--- src/sv/stmtg_pkg.sv ---
// Shared types and constants of the seven-point stencil triplet generator.
// Used by the channel interfaces, every module and the checker.
package stmtg_pkg;

   localparam int unsigned MAX_DIM_DEFAULT = 1024;

   localparam int SIZE_W      = 11;
   localparam int LAYER_W     = 2 * SIZE_W;
   localparam int NODE_W      = 31;
   localparam int ENTRY_W     = 33;
   localparam int COEF_W      = 64;
   localparam int DIR_W       = 3;
   localparam int NUM_DIRS    = 7;
   localparam int CSR_IDX_W   = 2;
   localparam int QUEUE_DEPTH = 2;

   typedef enum logic [DIR_W-1:0] {
      DIR_DOWN_Z = 3'd0,
      DIR_DOWN_Y = 3'd1,
      DIR_WEST   = 3'd2,
      DIR_CENTRE = 3'd3,
      DIR_EAST   = 3'd4,
      DIR_UP_Y   = 3'd5,
      DIR_UP_Z   = 3'd6
   } dir_type;

   typedef enum logic [CSR_IDX_W-1:0] {
      REG_SIZE_X = 2'd0,
      REG_SIZE_Y = 2'd1,
      REG_SIZE_Z = 2'd2
   } csr_reg_type;

   typedef logic [COEF_W-1:0] coef_type;

   // One classified node on its way from the front end to the back end.
   typedef struct packed {
      coef_type [NUM_DIRS-1:0] coef;
      logic [NODE_W-1:0]       node;
      logic [NUM_DIRS-1:0]     mask;
      logic                    grid_last;
   } node_entry_type;

   // Grid geometry and restart status from the front end.
   typedef struct packed {
      logic [SIZE_W-1:0]  size_x;
      logic [LAYER_W-1:0] layer;
      logic               restart;
   } geometry_type;

endpackage

--- src/sv/stmtg_channels.sv ---
// Handshake channel interfaces: stencil node input, triplet output, register writes.
// Depends on stmtg_pkg.
interface stmtg_req_if;
   logic                      valid;
   logic                      ready;
   logic [stmtg_pkg::COEF_W-1:0] coef_down;
   logic [stmtg_pkg::COEF_W-1:0] coef_north;
   logic [stmtg_pkg::COEF_W-1:0] coef_west;
   logic [stmtg_pkg::COEF_W-1:0] coef_centre;
   logic [stmtg_pkg::COEF_W-1:0] coef_east;
   logic [stmtg_pkg::COEF_W-1:0] coef_south;
   logic [stmtg_pkg::COEF_W-1:0] coef_up;

   modport source (output valid, coef_down, coef_north, coef_west, coef_centre,
                   coef_east, coef_south, coef_up, input ready);
   modport sink (input valid, coef_down, coef_north, coef_west, coef_centre,
                 coef_east, coef_south, coef_up, output ready);
endinterface

interface stmtg_rsp_if;
   logic                          valid;
   logic                          ready;
   logic [stmtg_pkg::NODE_W-1:0]  row_index;
   logic [stmtg_pkg::NODE_W-1:0]  column_index;
   logic [stmtg_pkg::COEF_W-1:0]  coefficient;
   logic [stmtg_pkg::ENTRY_W-1:0] entry_number;
   logic [stmtg_pkg::DIR_W-1:0]   direction;
   logic                          last_of_node;
   logic                          last_of_grid;

   modport source (output valid, row_index, column_index, coefficient, entry_number,
                   direction, last_of_node, last_of_grid, input ready);
   modport sink (input valid, row_index, column_index, coefficient, entry_number,
                 direction, last_of_node, last_of_grid, output ready);
endinterface

interface stmtg_csr_if;
   logic                            valid;
   logic                            ready;
   logic [stmtg_pkg::CSR_IDX_W-1:0] index;
   logic [stmtg_pkg::SIZE_W-1:0]    data;

   modport source (output valid, index, data, input ready);
   modport sink (input valid, index, data, output ready);
endinterface

--- src/sv/stmtg_front.sv ---
// Front end: size registers, grid traversal, and classification of each node.
// Depends on stmtg_pkg and stmtg_channels.
module stmtg_front #(
   parameter int unsigned MAX_DIM = stmtg_pkg::MAX_DIM_DEFAULT
) (
   input  logic                      clock,
   input  logic                      reset,
   stmtg_req_if.sink                 req,
   stmtg_csr_if.sink                 csr,
   input  logic                      queue_full,
   output logic                      push,
   output stmtg_pkg::node_entry_type push_entry,
   output stmtg_pkg::geometry_type   geometry
);

   localparam int POS_W = $clog2(MAX_DIM);

   logic [stmtg_pkg::SIZE_W-1:0]  size_x_ff, size_x_in;
   logic [stmtg_pkg::SIZE_W-1:0]  size_y_ff, size_y_in;
   logic [stmtg_pkg::SIZE_W-1:0]  size_z_ff, size_z_in;
   logic [stmtg_pkg::LAYER_W-1:0] layer_ff, layer_in;
   logic                          settle_ff, settle_in;
   logic [POS_W-1:0]              pos_x_ff, pos_x_in;
   logic [POS_W-1:0]              pos_y_ff, pos_y_in;
   logic [POS_W-1:0]              pos_z_ff, pos_z_in;
   logic [stmtg_pkg::NODE_W-1:0]  node_ff, node_in;

   logic [stmtg_pkg::SIZE_W-1:0] eff_x, eff_y, eff_z;
   logic csr_fire, csr_hit, req_fire;
   logic last_x, last_y, last_z, grid_last;

   function automatic logic [stmtg_pkg::SIZE_W-1:0] eff_size(
      input logic [stmtg_pkg::SIZE_W-1:0] v);
      logic [stmtg_pkg::SIZE_W-1:0] r;
      r = v;
      if (v == '0) begin
         r = stmtg_pkg::SIZE_W'(1);
      end else if (32'(v) > 32'(MAX_DIM)) begin
         r = stmtg_pkg::SIZE_W'(MAX_DIM);
      end
      return r;
   endfunction

   assign eff_x = eff_size(size_x_ff);
   assign eff_y = eff_size(size_y_ff);
   assign eff_z = eff_size(size_z_ff);

   assign csr.ready = 1'b1;
   assign csr_fire  = csr.valid && csr.ready;
   assign csr_hit   = csr_fire && (csr.index == stmtg_pkg::REG_SIZE_X ||
                                   csr.index == stmtg_pkg::REG_SIZE_Y ||
                                   csr.index == stmtg_pkg::REG_SIZE_Z);

   // Hold off input after reset or a write so layer_ff catches up.
   assign req.ready = !queue_full && !settle_ff;
   assign req_fire  = req.valid && req.ready;
   assign push      = req_fire;

   assign last_x    = (32'(pos_x_ff) + 32'd1) >= 32'(eff_x);
   assign last_y    = (32'(pos_y_ff) + 32'd1) >= 32'(eff_y);
   assign last_z    = (32'(pos_z_ff) + 32'd1) >= 32'(eff_z);
   assign grid_last = last_x && last_y && last_z;

   always_comb begin
      push_entry.coef[stmtg_pkg::DIR_DOWN_Z] = req.coef_down;
      push_entry.coef[stmtg_pkg::DIR_DOWN_Y] = req.coef_north;
      push_entry.coef[stmtg_pkg::DIR_WEST]   = req.coef_west;
      push_entry.coef[stmtg_pkg::DIR_CENTRE] = req.coef_centre;
      push_entry.coef[stmtg_pkg::DIR_EAST]   = req.coef_east;
      push_entry.coef[stmtg_pkg::DIR_UP_Y]   = req.coef_south;
      push_entry.coef[stmtg_pkg::DIR_UP_Z]   = req.coef_up;
      push_entry.node = node_ff;
      push_entry.mask[stmtg_pkg::DIR_DOWN_Z] = pos_z_ff != '0;
      push_entry.mask[stmtg_pkg::DIR_DOWN_Y] = pos_y_ff != '0;
      push_entry.mask[stmtg_pkg::DIR_WEST]   = pos_x_ff != '0;
      push_entry.mask[stmtg_pkg::DIR_CENTRE] = 1'b1;
      push_entry.mask[stmtg_pkg::DIR_EAST]   = !last_x;
      push_entry.mask[stmtg_pkg::DIR_UP_Y]   = !last_y;
      push_entry.mask[stmtg_pkg::DIR_UP_Z]   = !last_z;
      push_entry.grid_last = grid_last;
   end

   assign geometry.size_x  = eff_x;
   assign geometry.layer   = layer_ff;
   assign geometry.restart = csr_hit;

   always_comb begin
      size_x_in = size_x_ff;
      size_y_in = size_y_ff;
      size_z_in = size_z_ff;
      layer_in  = stmtg_pkg::LAYER_W'(eff_x) * stmtg_pkg::LAYER_W'(eff_y);
      settle_in = csr_fire;
      pos_x_in  = pos_x_ff;
      pos_y_in  = pos_y_ff;
      pos_z_in  = pos_z_ff;
      node_in   = node_ff;
      if (csr_fire) begin
         case (stmtg_pkg::csr_reg_type'(csr.index))
            stmtg_pkg::REG_SIZE_X: size_x_in = csr.data;
            stmtg_pkg::REG_SIZE_Y: size_y_in = csr.data;
            stmtg_pkg::REG_SIZE_Z: size_z_in = csr.data;
            default: ;
         endcase
      end
      if (csr_hit) begin
         pos_x_in = '0;
         pos_y_in = '0;
         pos_z_in = '0;
         node_in  = stmtg_pkg::NODE_W'(1);
      end else if (req_fire) begin
         if (grid_last) begin
            pos_x_in = '0;
            pos_y_in = '0;
            pos_z_in = '0;
            node_in  = stmtg_pkg::NODE_W'(1);
         end else begin
            node_in = node_ff + stmtg_pkg::NODE_W'(1);
            if (!last_x) begin
               pos_x_in = pos_x_ff + POS_W'(1);
            end else begin
               pos_x_in = '0;
               if (!last_y) begin
                  pos_y_in = pos_y_ff + POS_W'(1);
               end else begin
                  pos_y_in = '0;
                  pos_z_in = pos_z_ff + POS_W'(1);
               end
            end
         end
      end
   end

   always_ff @(posedge clock) begin
      layer_ff <= layer_in;
      if (reset) begin
         size_x_ff <= stmtg_pkg::SIZE_W'(1);
         size_y_ff <= stmtg_pkg::SIZE_W'(1);
         size_z_ff <= stmtg_pkg::SIZE_W'(1);
         settle_ff <= 1'b1;
         pos_x_ff  <= '0;
         pos_y_ff  <= '0;
         pos_z_ff  <= '0;
         node_ff   <= stmtg_pkg::NODE_W'(1);
      end else begin
         size_x_ff <= size_x_in;
         size_y_ff <= size_y_in;
         size_z_ff <= size_z_in;
         settle_ff <= settle_in;
         pos_x_ff  <= pos_x_in;
         pos_y_ff  <= pos_y_in;
         pos_z_ff  <= pos_z_in;
         node_ff   <= node_in;
      end
   end

endmodule

--- src/sv/stmtg_queue.sv ---
// Short FIFO of classified nodes between the front end and the back end.
// Depends on stmtg_pkg.
module stmtg_queue (
   input  logic                      clock,
   input  logic                      reset,
   input  logic                      push,
   input  stmtg_pkg::node_entry_type push_entry,
   output logic                      full,
   input  logic                      pop,
   output logic                      head_valid,
   output stmtg_pkg::node_entry_type head
);

   localparam int DEPTH = stmtg_pkg::QUEUE_DEPTH;
   localparam int PTR_W = $clog2(DEPTH);
   localparam int CNT_W = $clog2(DEPTH + 1);

   stmtg_pkg::node_entry_type slot_ff [DEPTH];
   logic [PTR_W-1:0] wr_ptr_ff, wr_ptr_in;
   logic [PTR_W-1:0] rd_ptr_ff, rd_ptr_in;
   logic [CNT_W-1:0] count_ff, count_in;

   assign full       = count_ff == CNT_W'(DEPTH);
   assign head_valid = count_ff != '0;
   assign head       = slot_ff[rd_ptr_ff];

   function automatic logic [PTR_W-1:0] next_ptr(input logic [PTR_W-1:0] p);
      logic [PTR_W-1:0] r;
      r = (32'(p) == DEPTH - 1) ? '0 : p + PTR_W'(1);
      return r;
   endfunction

   always_comb begin
      wr_ptr_in = push ? next_ptr(wr_ptr_ff) : wr_ptr_ff;
      rd_ptr_in = pop ? next_ptr(rd_ptr_ff) : rd_ptr_ff;
      count_in  = count_ff;
      if (push && !pop) begin
         count_in = count_ff + CNT_W'(1);
      end else if (pop && !push) begin
         count_in = count_ff - CNT_W'(1);
      end
   end

   always_ff @(posedge clock) begin
      if (push) begin
         slot_ff[wr_ptr_ff] <= push_entry;
      end
   end

   always_ff @(posedge clock) begin
      if (reset) begin
         wr_ptr_ff <= '0;
         rd_ptr_ff <= '0;
         count_ff  <= '0;
      end else begin
         wr_ptr_ff <= wr_ptr_in;
         rd_ptr_ff <= rd_ptr_in;
         count_ff  <= count_in;
      end
   end

endmodule

--- src/sv/stmtg_back.sv ---
// Back end: walks the present directions of the head node, one triplet a cycle
// unless stalled, into the output register. Depends on stmtg_pkg and stmtg_channels.
module stmtg_back (
   input  logic                      clock,
   input  logic                      reset,
   input  logic                      head_valid,
   input  stmtg_pkg::node_entry_type head,
   output logic                      pop,
   input  stmtg_pkg::geometry_type   geometry,
   stmtg_rsp_if.source               rsp
);

   logic                           busy_ff, busy_in;
   logic [stmtg_pkg::NUM_DIRS-1:0] rem_ff, rem_in;
   logic [stmtg_pkg::ENTRY_W-1:0]  entry_ff, entry_in;
   logic                           out_valid_ff, out_valid_in;
   logic [stmtg_pkg::NODE_W-1:0]   row_ff, col_ff;
   stmtg_pkg::coef_type            coef_ff;
   logic [stmtg_pkg::ENTRY_W-1:0]  num_ff;
   stmtg_pkg::dir_type             dir_ff;
   logic                           lnode_ff, lgrid_ff;

   logic [stmtg_pkg::NUM_DIRS-1:0] cur_mask, next_mask;
   stmtg_pkg::dir_type             sel;
   logic [stmtg_pkg::LAYER_W-1:0]  offset;
   logic [stmtg_pkg::NODE_W-1:0]   column;
   logic advance, fire, last_node;

   assign advance  = !out_valid_ff || rsp.ready;
   assign fire     = head_valid && advance;
   assign cur_mask = busy_ff ? rem_ff : head.mask;

   // Lowest present direction goes first.
   always_comb begin
      sel = stmtg_pkg::DIR_CENTRE;
      for (int i = stmtg_pkg::NUM_DIRS - 1; i >= 0; i--) begin
         if (cur_mask[i]) begin
            sel = stmtg_pkg::dir_type'(stmtg_pkg::DIR_W'(i));
         end
      end
      next_mask      = cur_mask;
      next_mask[sel] = 1'b0;
   end

   assign last_node = next_mask == '0;
   assign pop       = fire && last_node;

   always_comb begin
      unique case (sel)
         stmtg_pkg::DIR_DOWN_Z, stmtg_pkg::DIR_UP_Z: offset = geometry.layer;
         stmtg_pkg::DIR_DOWN_Y, stmtg_pkg::DIR_UP_Y:
            offset = stmtg_pkg::LAYER_W'(geometry.size_x);
         stmtg_pkg::DIR_WEST, stmtg_pkg::DIR_EAST: offset = stmtg_pkg::LAYER_W'(1);
         default: offset = '0;
      endcase
      if (sel < stmtg_pkg::DIR_CENTRE) begin
         column = head.node - stmtg_pkg::NODE_W'(offset);
      end else begin
         column = head.node + stmtg_pkg::NODE_W'(offset);
      end
   end

   always_comb begin
      busy_in      = busy_ff;
      rem_in       = rem_ff;
      entry_in     = entry_ff;
      out_valid_in = out_valid_ff;
      if (advance) begin
         out_valid_in = head_valid;
      end
      if (fire) begin
         busy_in = !last_node;
         rem_in  = next_mask;
         // Wrap the entry count after the final triplet of the grid.
         entry_in = (last_node && head.grid_last) ? '0 : entry_ff + stmtg_pkg::ENTRY_W'(1);
      end
      if (geometry.restart) begin
         entry_in = '0;
      end
   end

   always_ff @(posedge clock) begin
      if (fire) begin
         row_ff   <= head.node;
         col_ff   <= column;
         coef_ff  <= head.coef[sel];
         num_ff   <= entry_ff;
         dir_ff   <= sel;
         lnode_ff <= last_node;
         lgrid_ff <= last_node && head.grid_last;
      end
   end

   always_ff @(posedge clock) begin
      if (reset) begin
         busy_ff      <= 1'b0;
         rem_ff       <= '0;
         entry_ff     <= '0;
         out_valid_ff <= 1'b0;
      end else begin
         busy_ff      <= busy_in;
         rem_ff       <= rem_in;
         entry_ff     <= entry_in;
         out_valid_ff <= out_valid_in;
      end
   end

   assign rsp.valid        = out_valid_ff;
   assign rsp.row_index    = row_ff;
   assign rsp.column_index = col_ff;
   assign rsp.coefficient  = coef_ff;
   assign rsp.entry_number = num_ff;
   assign rsp.direction    = dir_ff;
   assign rsp.last_of_node = lnode_ff;
   assign rsp.last_of_grid = lgrid_ff;

endmodule

--- src/sv/stencil_matrix_triplet_generator_core.sv ---
// Path: an accepted node is written into the node queue, and the back end then registers
// its triplets into the output register.
// Throughput: one triplet per cycle while the output is not stalled; a node yields one
// triplet per present direction (4 to 7 inside a large grid, 1 to 7 in general).
// A 2-entry node queue lets the input run ahead of the output by up to two nodes.
// Reset: sizes go to 1 and traversal to the first node; a settle register holds off
// input after reset and after any register write.
module stencil_matrix_triplet_generator_core #(
   parameter int unsigned MAX_DIM = stmtg_pkg::MAX_DIM_DEFAULT
) (
   input  logic        clock,
   input  logic        reset,
   stmtg_req_if.sink   req_chan,
   stmtg_rsp_if.source rsp_chan,
   stmtg_csr_if.sink   csr_chan
);

   stmtg_pkg::node_entry_type push_entry, head;
   stmtg_pkg::geometry_type   geometry;
   logic push, queue_full, pop, head_valid;

   stmtg_front #(
      .MAX_DIM(MAX_DIM)
   ) u_front (
      .clock      (clock),
      .reset      (reset),
      .req        (req_chan),
      .csr        (csr_chan),
      .queue_full (queue_full),
      .push       (push),
      .push_entry (push_entry),
      .geometry   (geometry)
   );

   stmtg_queue u_queue (
      .clock      (clock),
      .reset      (reset),
      .push       (push),
      .push_entry (push_entry),
      .full       (queue_full),
      .pop        (pop),
      .head_valid (head_valid),
      .head       (head)
   );

   stmtg_back u_back (
      .clock      (clock),
      .reset      (reset),
      .head_valid (head_valid),
      .head       (head),
      .pop        (pop),
      .geometry   (geometry),
      .rsp        (rsp_chan)
   );

endmodule

--- src/flat_wrapper.sv ---
// flat-port wrapper written by rule: the top's interface ports become plain ports
module stencil_matrix_triplet_generator_core_flat 
#(
   parameter int unsigned MAX_DIM = stmtg_pkg::MAX_DIM_DEFAULT
)
  (clock, reset, req_chan_valid, req_chan_coef_down, req_chan_coef_north, req_chan_coef_west, req_chan_coef_centre, req_chan_coef_east, req_chan_coef_south, req_chan_coef_up, req_chan_ready, rsp_chan_valid, rsp_chan_row_index, rsp_chan_column_index, rsp_chan_coefficient, rsp_chan_entry_number, rsp_chan_direction, rsp_chan_last_of_node, rsp_chan_last_of_grid, rsp_chan_ready, csr_chan_valid, csr_chan_index, csr_chan_data, csr_chan_ready);
  stmtg_req_if req_chan_i ();
  stmtg_rsp_if rsp_chan_i ();
  stmtg_csr_if csr_chan_i ();
  input  logic clock;
  input  logic reset;
  input wire logic [$bits(req_chan_i.valid)-1:0] req_chan_valid;
  input wire logic [$bits(req_chan_i.coef_down)-1:0] req_chan_coef_down;
  input wire logic [$bits(req_chan_i.coef_north)-1:0] req_chan_coef_north;
  input wire logic [$bits(req_chan_i.coef_west)-1:0] req_chan_coef_west;
  input wire logic [$bits(req_chan_i.coef_centre)-1:0] req_chan_coef_centre;
  input wire logic [$bits(req_chan_i.coef_east)-1:0] req_chan_coef_east;
  input wire logic [$bits(req_chan_i.coef_south)-1:0] req_chan_coef_south;
  input wire logic [$bits(req_chan_i.coef_up)-1:0] req_chan_coef_up;
  output wire logic [$bits(req_chan_i.ready)-1:0] req_chan_ready;
  output wire logic [$bits(rsp_chan_i.valid)-1:0] rsp_chan_valid;
  output wire logic [$bits(rsp_chan_i.row_index)-1:0] rsp_chan_row_index;
  output wire logic [$bits(rsp_chan_i.column_index)-1:0] rsp_chan_column_index;
  output wire logic [$bits(rsp_chan_i.coefficient)-1:0] rsp_chan_coefficient;
  output wire logic [$bits(rsp_chan_i.entry_number)-1:0] rsp_chan_entry_number;
  output wire logic [$bits(rsp_chan_i.direction)-1:0] rsp_chan_direction;
  output wire logic [$bits(rsp_chan_i.last_of_node)-1:0] rsp_chan_last_of_node;
  output wire logic [$bits(rsp_chan_i.last_of_grid)-1:0] rsp_chan_last_of_grid;
  input wire logic [$bits(rsp_chan_i.ready)-1:0] rsp_chan_ready;
  input wire logic [$bits(csr_chan_i.valid)-1:0] csr_chan_valid;
  input wire logic [$bits(csr_chan_i.index)-1:0] csr_chan_index;
  input wire logic [$bits(csr_chan_i.data)-1:0] csr_chan_data;
  output wire logic [$bits(csr_chan_i.ready)-1:0] csr_chan_ready;
  assign req_chan_i.valid = req_chan_valid;
  assign req_chan_i.coef_down = req_chan_coef_down;
  assign req_chan_i.coef_north = req_chan_coef_north;
  assign req_chan_i.coef_west = req_chan_coef_west;
  assign req_chan_i.coef_centre = req_chan_coef_centre;
  assign req_chan_i.coef_east = req_chan_coef_east;
  assign req_chan_i.coef_south = req_chan_coef_south;
  assign req_chan_i.coef_up = req_chan_coef_up;
  assign req_chan_ready = req_chan_i.ready;
  assign rsp_chan_valid = rsp_chan_i.valid;
  assign rsp_chan_row_index = rsp_chan_i.row_index;
  assign rsp_chan_column_index = rsp_chan_i.column_index;
  assign rsp_chan_coefficient = rsp_chan_i.coefficient;
  assign rsp_chan_entry_number = rsp_chan_i.entry_number;
  assign rsp_chan_direction = rsp_chan_i.direction;
  assign rsp_chan_last_of_node = rsp_chan_i.last_of_node;
  assign rsp_chan_last_of_grid = rsp_chan_i.last_of_grid;
  assign rsp_chan_i.ready = rsp_chan_ready;
  assign csr_chan_i.valid = csr_chan_valid;
  assign csr_chan_i.index = csr_chan_index;
  assign csr_chan_i.data = csr_chan_data;
  assign csr_chan_ready = csr_chan_i.ready;
  stencil_matrix_triplet_generator_core #(.MAX_DIM(MAX_DIM)) u_core (.clock(clock), .reset(reset), .req_chan(req_chan_i), .rsp_chan(rsp_chan_i), .csr_chan(csr_chan_i));
endmodule
--- config.mk ---
export PLATFORM = sky130hd
export DESIGN_NAME = stencil_matrix_triplet_generator_core_flat
export DESIGN_NICKNAME = d
export VERILOG_FILES = /design/src/sv/stmtg_pkg.sv /design/src/sv/stmtg_channels.sv /design/src/sv/stmtg_front.sv /design/src/sv/stmtg_queue.sv /design/src/sv/stmtg_back.sv /design/src/sv/stencil_matrix_triplet_generator_core.sv /design/src/flat_wrapper.sv
export SDC_FILE = /design/constraint.sdc
export NUM_CORES = 2
export LEC_CHECK = 0
export ABC_AREA = 1
export BUFFER_PORTS_ARGS = -buffer_cell sky130_fd_sc_hd__buf_4
export CAP_MARGIN = 5
export CORE_MARGIN = 2
export CORE_UTILIZATION = 39
export DETAILED_ROUTE_END_ITERATION = 10
export PLACE_DENSITY = 0.66
export SYNTH_ARGS = -nofsm -noshare
export SYNTH_HDL_FRONTEND = slang
export SYNTH_SLANG_ARGS = --single-unit
--- constraint.sdc ---
create_clock -name clock -period 75 [get_ports clock]
set_input_delay 7.5 -clock clock [delete_from_list [all_inputs] [get_ports clock]]
set_output_delay 7.5 -clock clock [all_outputs]
set_load 0.1 [all_outputs]
==> summary.txt <==
Global route
  • Grt total ovfl: 0
  • Initial antenna violation count: 57
  • GRT Util Overall: 21.4%
  • Vias in the first global route: around 38000
  • Pin count of the biggest net entering global routing: 231
  • Global-route wire length before repair: approximately 240000 um

CTS
  • Clk slew on worst S/H paths: about 50 ps
  • Clock latency on the worst-skew pair: approximately 800 ps
  • H-tree Lvls: 4
  • Root buf cell: clkbuf_16
  • Clock Tree Buf Depth: 3
  • Number of buffers created by CTS: ~140
  • TritonCTS clock tree: yes
  • Hold buffers post-CTS: 0
  • Post-CTS repair timing setup buffer count: 0
  • Resized cells post-CTS: 0
  • CTS sink count: 1300

Finish
  • Area grow syn2layout: 19.9%
  • Sequential standard cell area: 37400 um2
  • Final instance area: about 70000 um2
  • Area of the multi-input gates: 17200 um2
  • Final Net Count: 6229
  • Fillers: approximately 13000
  • Fraction of final layout cells with drive strength greater than 1: 18.0%
  • Final Non-Filler Cells: between 7000 and 8000

Synthesis
  • Synth area leaders: edfxtp_1, nand2_1, dfxtp_1
  • Syn_nets: about 5600
  • Yosys Warn Count: 0
  • Most frequent cells after synthesis: edfxtp_1, nand2_1, nor2_1
  • FF+latch count, synth: 1300
  • Top_reg_cell synth: edfxtp_1
  • Syn avg cell area: ~12 um2
  • Synth top area share: 60.2%
  • Area leader, netlist: edfxtp_1
  • Post-synth EDFFs: 1136
  • Distinct cells, synth: 63
  • Register area share after synthesis: 65.9%
  • Syn Inst Count: 4926
  • Async set-or-reset flop fraction in the synthesized netlist: 0%
  • Post-synthesis cell area: about 57000 um2
  • Top-count cell post-synth: edfxtp_1

Detailed routing
  • WL final: 162000 um
  • DR vias: 39400
  • Drt first pass iters: 6
  • Drt wl/cell: 21.4 um
  • Initial DRC Count: 3170
  • DRC violations left: 0
  • Antenna-violating nets left: 0
  • Vias per cell: 5.20

Setup path
  • Reg2Reg Depth: 27
  • CP Launch Type: input port
  • Worst setup EP type: flip-flop
  • Worst-path maximum fanout: 66
  • Crit Path Class: in2reg
  • Critical path required time: 75380 ps
  • Crit path arrival time: between 10000 and 15000 ps

Placed design
  • GPL Wtd Cong: 0.922
  • Placed instance count: 7312
  • DP Area: 63500 um2
  • Post-detail-place hpwl: 109000 um
  • IO Port Bufs: 631

Floorplanning
  • Initial Utilization: between 30% and 40%
  • Die X: 385 um
  • Core Region: 144000 um2
  • Num rows: roughly 140
  • Die area: approximately 150000 um2
  • Chip Height: slightly below 400 um
  • Io pins: 633

Power
  • Cell internal pwr: 1270 uW
  • Sw Pwr: 491 uW
  • Sequential share of power: 47.1%
  • Power per cell area: 25.9 nW/um2
  • Max VDD drop: 0.0250 mV
  • Clock Power Share: between 30 and 40%
  • Leak pwr: 0.0258 uW
  • Sw Ratio: 27.9%
  • Comb power frac: roughly 15%

STA
  • Final min period: 11280 ps
  • Final Hold Vio Count: 0
  • Endpoints failing setup: 0
  • Worst Tran Pin Value: approximately 1100 ps
  • Setup Skew: about 48 ps
  • Max-slew violations: 0
  • RSZ-0062 raised after global routing: no
  • Fin crit share: around 15%
  • Rel. slew slack: 23.7%
  • Final hold slack: 468 ps
  • Max Fclk: 88.6 MHz
  • Setup_tns: 0 ps

Hold path
  • Worst min path class: reg2reg
  • Hold Path Depth: 2

Run status
  • Outcome: finished, final reports clean

Run
  • Max-cap viol count: 0
==> final timing paths <==
path,slack [ps],startpoint,endpoint
setup / recovery,63720,req_chan_valid,u_core.u_queue.slot_ff[1][415]$_DFFE_PP_
hold / removal,470,u_core.u_queue.rd_ptr_ff$_SDFFE_PP0P_,flip-flop
setup reg to reg,67810,flip-flop,u_core.u_back.rsp.column_index[26]$_DFFE_PP_
hold reg to reg,470,u_core.u_queue.rd_ptr_ff$_SDFFE_PP0P_,flip-flop
==> metrics by stage <==
| stage | total power [uW] | worst slack [ps] | util (%) |
|---|---|---|---|
| 2_1_floorplan | 1030 | 45700 | - |
| 4_1_cts | 1770 | 63750 | 47.2 |
| 6_report | 1760 | 63720 | 47.2 |
| 3_5_place_dp | 1110 | 62910 | 44.1 |
| 5_1_grt | 1820 | 63440 | 47.2 |
| 3_3_place_gp | 1110 | 62940 | 44.1 |
==> power by group through the flow <==
| stage | sequential [uW] | clock [uW] | combinational (uW) |
|---|---|---|---|
| finish | 827 | 661 | 270 |
| global route | 829 | 703 | 291 |
| CTS | 827 | 674 | 271 |
| detailed placement | 843 | 0 | 271 |
| global placement | 842 | 0 | 268 |
| floorplan | 920 | 0 | 111 |
==> per-layer routing <==
layer / global-route usage (%) / vias up / wire [um]
met5: 0 / - / 429
met4: 7.03 / 68 / 4670
met3: 5.97 / 322 / 12900
met2: 35.4 / 1360 / 78300
met1: 27.0 / 19100 / 66100
li1: - / 18500 / -
==> worst max-delay path: stages <==
cell and delay [ps]:
buf_4 120, nand2_2 330, nor2_4 970, buf_4 850, buf_4 840, buf_4 840
==> sequential cells by signal, summed over array words and instances (netlist names), 11 cells and up, named ones only <==
| register | cells |
|---|---|
| u_core.u_front.size_y_ff | 11 |
| u_core.u_back.entry_ff | 33 |
| u_core.u_front.node_ff | 31 |
| u_core.u_front.size_x_ff | 11 |
| u_core.u_back.rsp.coefficient | 64 |
| u_core.u_front.layer_ff | 22 |
| u_core.u_queue.slot_ff | 972 |
| u_core.u_back.rsp.entry_number | 33 |
| u_core.u_front.size_z_ff | 11 |
| u_core.u_back.rsp.column_index | 31 |
| u_core.u_back.rsp.row_index | 31 |
==> final cells by class <==
type	instances	share of cell area, %
sequential	1300	55.0
antenna	21	0.0773
clock buffer	184	5.39
clock inverter	63	1.08
multi-input combinational	3072	25.3
tap	1903	3.50
inverter	362	2.03
timing repair buffer	676	7.57
==> cell usage in the layout (no fill, tap or decap), types with 7 or more instances in the layout <==
| master | n |
|---|---|
| dfxtp_1 | 163 |
| bufinv_16 | 7 |
| a31oi_1 | 10 |
| buf_4 | 671 |
| nand2_2 | 9 |
| edfxtp_1 | 1136 |
| o211ai_1 | 72 |
| or2_2 | 97 |
| nor2_1 | 498 |
| o21ai_1 | 8 |
| xnor2_1 | 29 |
| a21oi_1 | 314 |
| clkinv_1 | 23 |
| a2111oi_0 | 19 |
| ha_1 | 133 |
| fa_1 | 81 |
| nor4_1 | 21 |
| nand2_1 | 967 |
| nor3_1 | 82 |
| nand2_4 | 8 |
| clkbuf_1 | 42 |
| mux2i_1 | 17 |
| o21ai_0 | 243 |
| nor2_2 | 10 |
| clkinv_2 | 20 |
| clkbuf_16 | 138 |
| o2111ai_1 | 42 |
| o32ai_1 | 12 |
| a211oi_1 | 19 |
| nand3_1 | 203 |
| xor2_1 | 65 |
| nand4_1 | 49 |
| inv_1 | 348 |
| diode_2 | 21 |
==> kinds of logic (layout without fill, tap and decap cells) <==
group           after synthesis  in the layout  synth area share, %
simple gates               1972           1972                 14.8
flops                      1300           1300                 65.9
compound gates              774            774                 7.97
buf+inv                     554           1285                 3.75
fa+ha+maj                   214            214                 5.79
xor+xnor                     94             94                 1.45
mux                          17             17                0.300
other cells                   1             22              0.00661
Note: power is estimated with default switching activity, not from simulation.
